**src/rtl/spq_pkg.sv**
```systemverilog
// spq_pkg: shared constants and types of the sorted priority queue
// operation and status codes, default sizes, cell control struct
// no dependencies
package spq_pkg;

	localparam int DEPTH_DEF       = 16;
	localparam int VALUE_WIDTH_DEF = 32;

	// fixed field widths of the result word
	localparam int OP_W     = 2;
	localparam int STATUS_W = 2;
	localparam int POS_W    = 4;
	localparam int COUNT_W  = 5;

	localparam logic [OP_W-1:0] OP_INSERT = 2'd0;
	localparam logic [OP_W-1:0] OP_REMOVE = 2'd1;
	localparam logic [OP_W-1:0] OP_FIND   = 2'd2;

	localparam logic [STATUS_W-1:0] ST_OK   = 2'd0;
	localparam logic [STATUS_W-1:0] ST_MISS = 2'd1;
	localparam logic [STATUS_W-1:0] ST_FULL = 2'd2;

	// command broadcast to every cell of the chain
	typedef struct packed {
		logic ins;  // open a slot at the boundary and shift the tail up
		logic rem;  // drop the boundary entry and shift the tail down
	} cell_ctrl_t;

endpackage

```
**src/rtl/spq_cell.sv**
```systemverilog
// spq_cell: one slot of the sorted chain, holds an entry and its valid bit
// compares against the broadcast value and shifts to or from its neighbours
// depends on spq_pkg
module spq_cell #(
	parameter int VALUE_WIDTH = spq_pkg::VALUE_WIDTH_DEF
) (
	input  logic                   clk,
	input  logic                   arst_n,
	input  spq_pkg::cell_ctrl_t    ctrl,
	input  logic [VALUE_WIDTH-1:0] value,
	input  logic                   lt_prev,
	input  logic [VALUE_WIDTH-1:0] left_data,
	input  logic                   left_valid,
	input  logic [VALUE_WIDTH-1:0] right_data,
	input  logic                   right_valid,
	output logic [VALUE_WIDTH-1:0] data,
	output logic                   valid,
	output logic                   lt,
	output logic                   eq,
	output logic                   bound
);
	import spq_pkg::*;

	logic [VALUE_WIDTH-1:0] data_q;
	logic                   valid_q;
	logic [VALUE_WIDTH-1:0] data_d;
	logic                   valid_d;

	assign lt    = valid_q && ($signed(data_q) < $signed(value));
	assign eq    = valid_q && (data_q == value);
	// chain is sorted, so lt is a thermometer: boundary is its falling edge
	assign bound = !lt && lt_prev;

	always_comb begin
		data_d  = data_q;
		valid_d = valid_q;
		if (ctrl.ins) begin
			if (bound) begin
				data_d  = value;
				valid_d = 1'b1;
			end else if (!lt) begin
				data_d  = left_data;
				valid_d = left_valid;
			end
		end else if (ctrl.rem) begin
			if (!lt) begin
				data_d  = right_data;
				valid_d = right_valid;
			end
		end
	end

	always_ff @(posedge clk or negedge arst_n) begin
		if (!arst_n) begin
			valid_q <= 1'b0;
		end else begin
			valid_q <= valid_d;
		end
	end

	always_ff @(posedge clk) begin
		data_q <= data_d;
	end

	assign data  = data_q;
	assign valid = valid_q;

endmodule

```
**src/rtl/sorted_priority_queue_core.sv**
```systemverilog
// sorted_priority_queue_core: top level of the sorted priority queue
// a chain of spq_cell slots with input, result and output registers
// depends on spq_pkg and spq_cell
//
// usage
//   s_axis carries one operation per word: insert, remove or find of a signed
//   value. m_axis returns exactly one result word per operation: status,
//   position, head of the queue, head valid flag and entry count after it.
//   the entries live in a row of DEPTH cells kept in ascending order; every
//   cell compares itself with the broadcast value in the same cycle, so the
//   insert point or the first match is found without a search loop, and the
//   tail of the row shifts up or down by one slot in that cycle.
// operation flow
//   after the accept the cells compare and update, and status and position
//   are captured in the result stage. head and count are then read into the
//   output register, and m_axis_tvalid rises at the edge that loads it. one
//   operation is in flight at a time, so a new word is taken only once the
//   previous result has moved to the output register; the limit is the read
//   of the head from the first cell after the update.
// reset and stalls
//   arst_n empties the queue (all cell valid bits and the count clear) and
//   drops any word in flight. while m_axis is stalled the result stays in the
//   output register; one further word can be accepted and processed, then
//   s_axis_tready stays low until the held result is taken.
module sorted_priority_queue_core #(
	parameter int DEPTH       = spq_pkg::DEPTH_DEF,
	parameter int VALUE_WIDTH = spq_pkg::VALUE_WIDTH_DEF
) (
	input  logic                                  clk,
	input  logic                                  arst_n,
	input  logic                                  s_axis_tvalid,
	output logic                                  s_axis_tready,
	// fields from bit 0: operation, value
	input  logic [((VALUE_WIDTH+spq_pkg::OP_W+7)/8)*8-1:0] s_axis_tdata,
	output logic                                  m_axis_tvalid,
	input  logic                                  m_axis_tready,
	// fields from bit 0: status, position, head_value, head_valid, entry_count
	output logic [((VALUE_WIDTH+12+7)/8)*8-1:0]   m_axis_tdata
);
	import spq_pkg::*;

	localparam int RES_W = STATUS_W + POS_W + VALUE_WIDTH + 1 + COUNT_W;
	localparam int OUT_W = ((VALUE_WIDTH + 12 + 7) / 8) * 8;
	localparam int IDX_W = (DEPTH > 1) ? $clog2(DEPTH) : 1;
	localparam int CNT_W = $clog2(DEPTH + 1);

	// input register
	logic                   v_s1;
	logic [OP_W-1:0]        op_s1;
	logic [VALUE_WIDTH-1:0] value_s1;

	// result stage
	logic                   v_s2;
	logic [STATUS_W-1:0]    status_s2;
	logic [POS_W-1:0]       pos_s2;

	// output register
	logic                   out_valid_q;
	logic [RES_W-1:0]       out_word_q;

	logic [CNT_W-1:0]       count_q;

	// chain wiring
	logic [VALUE_WIDTH-1:0] cell_data  [DEPTH];
	logic                   cell_valid [DEPTH];
	logic                   cell_lt    [DEPTH];
	logic                   cell_eq    [DEPTH];
	logic                   cell_bound [DEPTH];
	cell_ctrl_t             ctrl;

	logic                   in_acc;
	logic                   out_load;
	logic                   full;
	logic                   hit;
	logic [IDX_W-1:0]       bound_idx;
	logic [IDX_W+POS_W-1:0] bound_idx_wide;
	logic [STATUS_W-1:0]    status_d;
	logic [POS_W-1:0]       pos_d;
	logic [CNT_W+COUNT_W-1:0] count_wide;
	logic [VALUE_WIDTH-1:0] head_value;

	assign s_axis_tready = !v_s1 && !v_s2;
	assign in_acc        = s_axis_tvalid && s_axis_tready;
	assign out_load      = v_s2 && (!out_valid_q || m_axis_tready);
	assign full          = (count_q == CNT_W'(DEPTH));

	// one cell per slot, neighbours wired left to right
	for (genvar k = 0; k < DEPTH; k++) begin : g_cell
		logic [VALUE_WIDTH-1:0] left_data;
		logic                   left_valid;
		logic [VALUE_WIDTH-1:0] right_data;
		logic                   right_valid;
		logic                   lt_prev;

		if (k == 0) begin : g_first
			assign left_data  = '0;
			assign left_valid = 1'b0;
			assign lt_prev    = 1'b1;
		end else begin : g_inner
			assign left_data  = cell_data[k-1];
			assign left_valid = cell_valid[k-1];
			assign lt_prev    = cell_lt[k-1];
		end

		if (k == DEPTH - 1) begin : g_last
			assign right_data  = '0;
			assign right_valid = 1'b0;
		end else begin : g_body
			assign right_data  = cell_data[k+1];
			assign right_valid = cell_valid[k+1];
		end

		spq_cell #(
			.VALUE_WIDTH(VALUE_WIDTH)
		) u_cell (
			.clk        (clk),
			.arst_n     (arst_n),
			.ctrl       (ctrl),
			.value      (value_s1),
			.lt_prev    (lt_prev),
			.left_data  (left_data),
			.left_valid (left_valid),
			.right_data (right_data),
			.right_valid(right_valid),
			.data       (cell_data[k]),
			.valid      (cell_valid[k]),
			.lt         (cell_lt[k]),
			.eq         (cell_eq[k]),
			.bound      (cell_bound[k])
		);
	end

	// boundary is at most one-hot, so its index and the match flag are plain or-trees
	always_comb begin
		bound_idx = '0;
		hit       = 1'b0;
		for (int k = 0; k < DEPTH; k++) begin
			if (cell_bound[k]) begin
				bound_idx = bound_idx | IDX_W'(k);
			end
			hit = hit | (cell_bound[k] && cell_eq[k]);
		end
	end

	// position keeps only its low bits when the chain is deeper than 16
	assign bound_idx_wide = (IDX_W + POS_W)'(bound_idx);

	always_comb begin
		ctrl.ins = 1'b0;
		ctrl.rem = 1'b0;
		status_d = ST_MISS;
		pos_d    = '0;
		case (op_s1)
			OP_INSERT: begin
				if (full) begin
					status_d = ST_FULL;
				end else begin
					ctrl.ins = v_s1;
					status_d = ST_OK;
					pos_d    = bound_idx_wide[POS_W-1:0];
				end
			end
			OP_REMOVE: begin
				if (hit) begin
					ctrl.rem = v_s1;
					status_d = ST_OK;
					pos_d    = bound_idx_wide[POS_W-1:0];
				end
			end
			OP_FIND: begin
				if (hit) begin
					status_d = ST_OK;
					pos_d    = bound_idx_wide[POS_W-1:0];
				end
			end
			default: begin
				status_d = ST_MISS;
			end
		endcase
	end

	always_ff @(posedge clk or negedge arst_n) begin
		if (!arst_n) begin
			v_s1        <= 1'b0;
			v_s2        <= 1'b0;
			out_valid_q <= 1'b0;
			count_q     <= '0;
		end else begin
			if (in_acc) begin
				v_s1 <= 1'b1;
			end else if (v_s1) begin
				v_s1 <= 1'b0;
			end

			if (v_s1) begin
				v_s2 <= 1'b1;
			end else if (out_load) begin
				v_s2 <= 1'b0;
			end

			if (out_load) begin
				out_valid_q <= 1'b1;
			end else if (m_axis_tready) begin
				out_valid_q <= 1'b0;
			end

			if (ctrl.ins) begin
				count_q <= count_q + 1'b1;
			end else if (ctrl.rem) begin
				count_q <= count_q - 1'b1;
			end
		end
	end

	// payload registers
	always_ff @(posedge clk) begin
		if (in_acc) begin
			op_s1    <= s_axis_tdata[OP_W-1:0];
			value_s1 <= s_axis_tdata[OP_W+VALUE_WIDTH-1:OP_W];
		end
		if (v_s1) begin
			status_s2 <= status_d;
			pos_s2    <= pos_d;
		end
		if (out_load) begin
			out_word_q <= {count_wide[COUNT_W-1:0], cell_valid[0], head_value,
				pos_s2, status_s2};
		end
	end

	// head and count are read after the cells have settled
	assign head_value = cell_valid[0] ? cell_data[0] : '0;
	assign count_wide = (CNT_W + COUNT_W)'(count_q);

	assign m_axis_tvalid = out_valid_q;
	assign m_axis_tdata  = OUT_W'(out_word_q);

	// checks
	a_count_range: assert property (@(posedge clk) disable iff (!arst_n)
		count_q <= CNT_W'(DEPTH))
		else $error("entry count beyond chain depth");

	a_head_matches_count: assert property (@(posedge clk) disable iff (!arst_n)
		cell_valid[0] == (count_q != '0))
		else $error("first cell valid disagrees with entry count");

	a_single_flight: assert property (@(posedge clk) disable iff (!arst_n)
		v_s1 |-> !v_s2)
		else $error("two operations in flight");

	a_accept_starts: assert property (@(posedge clk) disable iff (!arst_n)
		in_acc |=> v_s1 && !s_axis_tready)
		else $error("accepted word did not enter the compare stage");

	a_load_flags_head: assert property (@(posedge clk) disable iff (!arst_n)
		out_load |=> out_word_q[STATUS_W+POS_W+VALUE_WIDTH] == (count_q != '0))
		else $error("head valid flag disagrees with entry count");

endmodule
```
**config.mk**
```make
export PLATFORM = sky130hd
export DESIGN_NAME = sorted_priority_queue_core
export DESIGN_NICKNAME = d
export VERILOG_FILES = /design/src/rtl/spq_pkg.sv /design/src/rtl/spq_cell.sv /design/src/rtl/sorted_priority_queue_core.sv
export SDC_FILE = /design/constraint.sdc
export NUM_CORES = 2
export LEC_CHECK = 0
export BUFFER_PORTS_ARGS = -buffer_cell sky130_fd_sc_hd__buf_2
export CAP_MARGIN = 20
export CORE_MARGIN = 10
export CORE_UTILIZATION = 58
export DETAILED_ROUTE_END_ITERATION = 10
export PLACE_DENSITY_LB_ADDON = 0.12
export SYNTH_ARGS = -nofsm -noshare
export SYNTH_HDL_FRONTEND = slang
export SYNTH_SLANG_ARGS = --single-unit
```
**constraint.sdc**
```tcl
create_clock -name clk -period 5.5 [get_ports clk]
set_input_delay 0.275 -clock clk [delete_from_list [all_inputs] [get_ports clk]]
set_output_delay 0.275 -clock clk [all_outputs]
set_load 0.01 [all_outputs]
```
; Yosys cells after proc, flatten, opt, wreduce, memory -nomap -nowiden
; Cells that the tools add are included.
[word_totals]
reg_bits = 620
latch_bits = 0
mem_bits_rw = 0
rom_bits = 0
input_bits = 44
wordCells = 422
memories = 0
[op_classes]
n_addsub = 2
n_mul = 0
n_div = 0
order_cmp = 16
n_eq_ne = 49
shifts = 0
mux = 190
bitwise_logic = 16
reduce_logical = 107
[op_table]
columns = cell, count
row1 = two-way mux 32 bit, 79
row2 = equality test 32 bit, 16
row3 = less-than comparator 32 bit, 16
row4 = two-way mux 1 bit, 90
row5 = logical AND 1 bit, 66
row6 = inequality test 2 bit (second input constant), 30
row7 = AND reduction 3 bit, 15
row8 = two-way mux 4 bit, 10
row9 = zero test 1 bit, 19
row10 = bitwise OR 1 bit, 15
row11 = two-way mux 3 bit, 4
row12 = two-way mux 5 bit, 2
row13 = case mux 4 bit (2 select lines), 1
row14 = two-way mux 2 bit, 3
row15 = nonzero test 2 bit, 3
row16 = adder 5 x 1 -> 5 bit (second input constant), 1
row17 = equality test 5 bit (second input constant), 1
row18 = subtractor 5 x 1 -> 5 bit (second input constant), 1
row19 = case mux 2 bit (2 select lines), 1
row20 = equality test 2 x 1 -> 1 bit (second input constant), 1
row21 = equality test 2 bit (second input constant), 1
row22 = zero test 2 bit, 1
row23 = AND reduction 2 bit, 1
row24 = OR reduction 2 bit, 1
row25 = other kinds (2), 2

; Depth between registers and ports, before layout
[logic_depth]
depth_word = 24
ltp_mapped = 16

; Hierarchy
; A second synthesis with hierarchy kept.
[unflattened]
cells_unflattened = 4533
hier_area_um2 = 45658.8
[modules_own_cells]
columns = module, instances, cells_per_inst, area_per_inst_um2
row1 = spq_cell, 16, 271, 2633.8
row2 = sorted_priority_queue_core, 1, 197, 3518.4

; Worst setup path before layout
; No wires, ideal clock.
[synth_path]
path_kind = register to register
start = reg value_s1[31]
end = reg g_cell[0].u_cell.data_q[0] (enable)
setup_time_ps = 432
t_arrival_ps = 5589
t_required_ps = 5068
path_slack_ps = -521
path_stages_with_launch = 15
n_path_buf = 2
period_less_slack_ps = 6021
path_cell_list = edfxtp_1 > clkbuf_1 > clkinv_1 > ha_1 > and4_1 > nand4_1 > or4_1 > or4_1 > a2111oi_0 > mux2i_1 > o2111ai_1 > or4_4 > a31oi_4 > buf_4 > a21oi_1
[synth_via]
elab_chain_cells = 24
[synth_rtl]
columns = item, line
row1 = "start, declared", sorted_priority_queue_core.sv:50  ; logic [VALUE_WIDTH-1:0] value_s1;
row2 = "start signal, assigned", sorted_priority_queue_core.sv:219  ; value_s1 <= s_axis_tdata[OP_W+VALUE_WIDTH-1:OP_W];
row3 = less-than comparator 32 bit, spq_cell.sv:29  ; assign lt = valid_q && ($signed(data_q) < $signed(value));
row4 = logical AND 1 bit, spq_cell.sv:29
row5 = zero test 1 bit, spq_cell.sv:32  ; assign bound = !lt && lt_prev;
row6 = logical AND 1 bit, spq_cell.sv:32
row7 = logical AND 1 bit, sorted_priority_queue_core.sv:141  ; hit = hit | (cell_bound[k] && cell_eq[k]);
row8 = bitwise OR 1 bit (15 in series), sorted_priority_queue_core.sv:141
row9 = two-way mux 1 bit, sorted_priority_queue_core.sv:164  ; if (hit) begin
row10 = two-way mux 1 bit, sorted_priority_queue_core.sv:153  ; case (op_s1)
row11 = nonzero test 2 bit (no source line), -
row12 = AND reduction 2 bit (no source line) (*), -
row13 = "end signal, assigned", spq_cell.sv:62  ; data_q <= data_d;
row14 = "end, declared", spq_cell.sv:24  ; logic [VALUE_WIDTH-1:0] data_q;
; Mark *: on every way between the ends. The rest lies on a longest branch, timed or not.
; A chain may end at the register's enable or synchronous reset.

; Worst setup path after layout
[layout_path]
start = reg value_s1[12]
end = reg g_cell[14].u_cell.data_q[13] (enable)
[layout_via]
elab_chain_cells = 24
[layout_rtl]
columns = item, line
row1 = less-than comparator 32 bit, spq_cell.sv:29
row2 = logical AND 1 bit, spq_cell.sv:29
row3 = zero test 1 bit, spq_cell.sv:32
row4 = logical AND 1 bit, spq_cell.sv:32
row5 = logical AND 1 bit, sorted_priority_queue_core.sv:141
row6 = bitwise OR 1 bit (15 in series), sorted_priority_queue_core.sv:141
row7 = two-way mux 1 bit, sorted_priority_queue_core.sv:164
row8 = two-way mux 1 bit, sorted_priority_queue_core.sv:153
row9 = nonzero test 2 bit (no source line), -
row10 = AND reduction 3 bit (no source line) (*), -
row11 = "end signal, assigned", spq_cell.sv:62
row12 = "end, declared", spq_cell.sv:24
; Marked as above.

==> results.yml <==
status:
  outcome: "finished clean"
clock_tree:
  cts_buffer_depth: 3
  clock-sinks: 620
  path_clk_slew_ns: 0.06
  clockRootBuffer: "clkbuf_16"
  hold_buffers: 36
  cts-resized-gates: 0
  cts_inserted_buffers: 73
  htreeDepth: 3
  clock_latency_ns: 0.63
  cts_tree: "done"
  post_cts.repair.setup_buffers: 0
finish:
  nNetsFinal: 4808
  stdcell_count: 5244
  finish.utilization_pct: 65.4
  final_cell_mix: "596 x edfxtp_1, 584 x nand2_1, 531 x o21ai_0, 518 x ha_1, 420 x a21oi_1"
  finalInstanceArea_sq_mm: 0.0458
  final_common_cell: "edfxtp_1"
  drive_above_1_share_pct: 8.32
  syn_to_final_growth_pct: 11.4
placement:
  place_inst: 5073
  dp_hpwl_um: 84000
  portBuffers: 83
  place.gp.congestion: 0.941
  place_worst_setup_slack_ns: 0.257
  place_area_sq_mm: 0.0430
critical_path:
  crit_buf_inv: 4
  crit_required_ns: 5.74
  startpoint_type: "flop"
  critPathMaxStageDelay_ns: 0.79
  cp.arrival_ns: 5.53
  worst-setup-path-type: "reg -> reg"
  path_common_cell: "buf_4"
  cp_top_family: "simple AND/OR/NAND/NOR gates"
  cp_slowest_cell: "nor2_4"
  cp-end-kind: "flop"
  path_max_fanout: 32
  crit_chain: "clkinv_1, buf_4, ha_1, nand4_1, nor4_1, buf_4, a21boi_0, o31a_1, o31ai_1, or4b_2, o2111ai_1, or4_4, a31oi_4, buf_12, nor2_4"
yosys:
  ys_ff_latch: 620
  yosysTopAreaCellShare_pct: 43.5
  yosysSeqAreaShare_pct: 45.0
  async_reset_ff_share_pct: 3.87
  synth_area_sq_mm: 0.0411
  yosys.cell_types.count: 81
  synth-edff-count: 596
  syn_inst: 4159
  avgSynthCellArea_sq_um: 9.89
  synth_warnings: 0
  synth_area_leaders: "edfxtp_1 44%, ha_1 16%, o21ai_0 6.5%"
  ys.flop_type: "edfxtp_1"
  synth_area_leader_cell: "edfxtp_1"
routing:
  routed_wl_um: 110000
  drtPass1Iterations: 8
  vias_per_cell: 6.08
  drc: 0
  vias: 31900
  wire_per_inst_um: 21.1
  first_iter_violations: 2976
  ant_nets: 0
min_path:
  hp-class: "in -> async"
die:
  num_rows: 97
  chipHeight_um: 286
  start_util_pct: 58.6
  die_area_sq_mm: 0.0820
  core_sq_mm: 0.0701
  io_pins: 94
  fp.dieW_um: 286
timing:
  rsz0062_at_grt: "false"
  fmax_mhz: 189
  setup_viol: 0
  post-route-period-util_pct: 96.2
  finClkSkew_ns: 0.0241
  relSlewSlack_pct: 30.3
  tns_ns: 0
  hold_viol: 0
  setup_slack_ns: 0.211
  worst_pin_slew_ns: 1.04
  hold_slack_ns: 0.259
  period_needed_ns: 5.29
  slew_violations: 0
grt:
  antenna_found_initial: 1
  grt_overflow_total: 0
  grt_max_degree: 251
  grt_pass1_vias: 30600
  grt_util_all_layers_pct: 26.5
  grt_pass1_wl_um: 173000
power:
  finalPower_mw: 15.5
  p_per_area_mw_per_mm2: 338
  leakage_nw: 18.8
  peakVddDrop_uv: 251
run:
  maxCapViolCount: 0
## where the power goes
part,switching [mW],internal (mW),leakage [nW],total [mW]
registers,0.300,5.67,5.70,5.97
clock network,2.03,2.96,1.18,4.99
logic,2.85,1.66,12.0,4.52
total,5.18,10.3,18.8,15.5
## flip-flops by register name, summed over array words and instances (netlist names)
signal               cells
g_cell.u_cell.data     512
out_word_q              44
value_s1                32
g_cell.u_cell.valid     16
count_q                  5
pos_s2                   4
op_s1                    2
status_s2                2
m_axis_tvalid            1
v_s1                     1
v_s2                     1
## cell usage after synthesis (5+ instances only)
master / number
nor4_1: 31
o21ai_0: 531
clkbuf_1: 201
a31oi_1: 6
clkinv_1: 32
o211ai_1: 22
inv_1: 52
mux2i_1: 264
nand2b_1: 12
and4_1: 18
buf_2: 18
buf_1: 9
and3_1: 12
ha_1: 518
a21oi_1: 424
nand3_1: 57
nor3_1: 35
nand4_1: 106
nand2_1: 588
buf_4: 5
a221oi_1: 15
edfxtp_1: 596
a221o_1: 15
a21o_1: 60
or4_1: 6
nor2_1: 309
a211oi_1: 17
dfrtp_1: 24
nor2b_1: 23
a21boi_0: 11
or3_1: 8
and2_1: 40
a211o_1: 5
## path summary, 6_finish.rpt
kind                             startpoint                          to  slack (ns)  cells past startpoint
setup / recovery               value_s1[12]  g_cell[14].u_cell.data[13]        0.21                     15
hold / removal                       arst_n                  count_q[4]        0.26                      2
setup reg to reg               value_s1[12]  g_cell[14].u_cell.data[13]        0.21                     15
hold reg to reg                   pos_s2[0]               out_word_q[2]        0.42                      0
max in group asynchronous            arst_n     g_cell[12].u_cell.valid        4.74                      2
min in group clk           s_axis_tdata[19]                value_s1[17]        0.35                      2
## cell families after synthesis
| family | count (synthesis) | synth area share [%] |
|---|---|---|
| muxes | 268 | 6.53 |
| AOI/OAI and AO/OA | 1164 | 15.8 |
| other | 1 | 0.00912 |
| and+or+nand+nor | 1264 | 13.8 |
| DFF | 620 | 45.0 |
| adders and majority gates | 519 | 15.8 |
| buffers and inverters | 320 | 3.08 |
| xor gates and xnor gates | 3 | 0.0639 |
## layer usage
metal	vias to the layer above	track usage, %	share of wire (%)
met5	-	0	0
li1	15700	-	-
met1	15000	36.1	44
met2	973	43.6	47
met3	165	3.21	6.2
met4	0	8.53	2.9
## layout make-up
type / count / area, sq um
fill: 5741 / 24300
multi-input combinational: 3222 / 21600
sequential: 620 / 18500
clock buffer: 95 / 1970
timing repair buffer: 244 / 1830
tap: 940 / 1180
clock inverter: 38 / 454
inverter: 84 / 323
antenna: 1 / 2.50
Power figures use the tool's default switching activity.
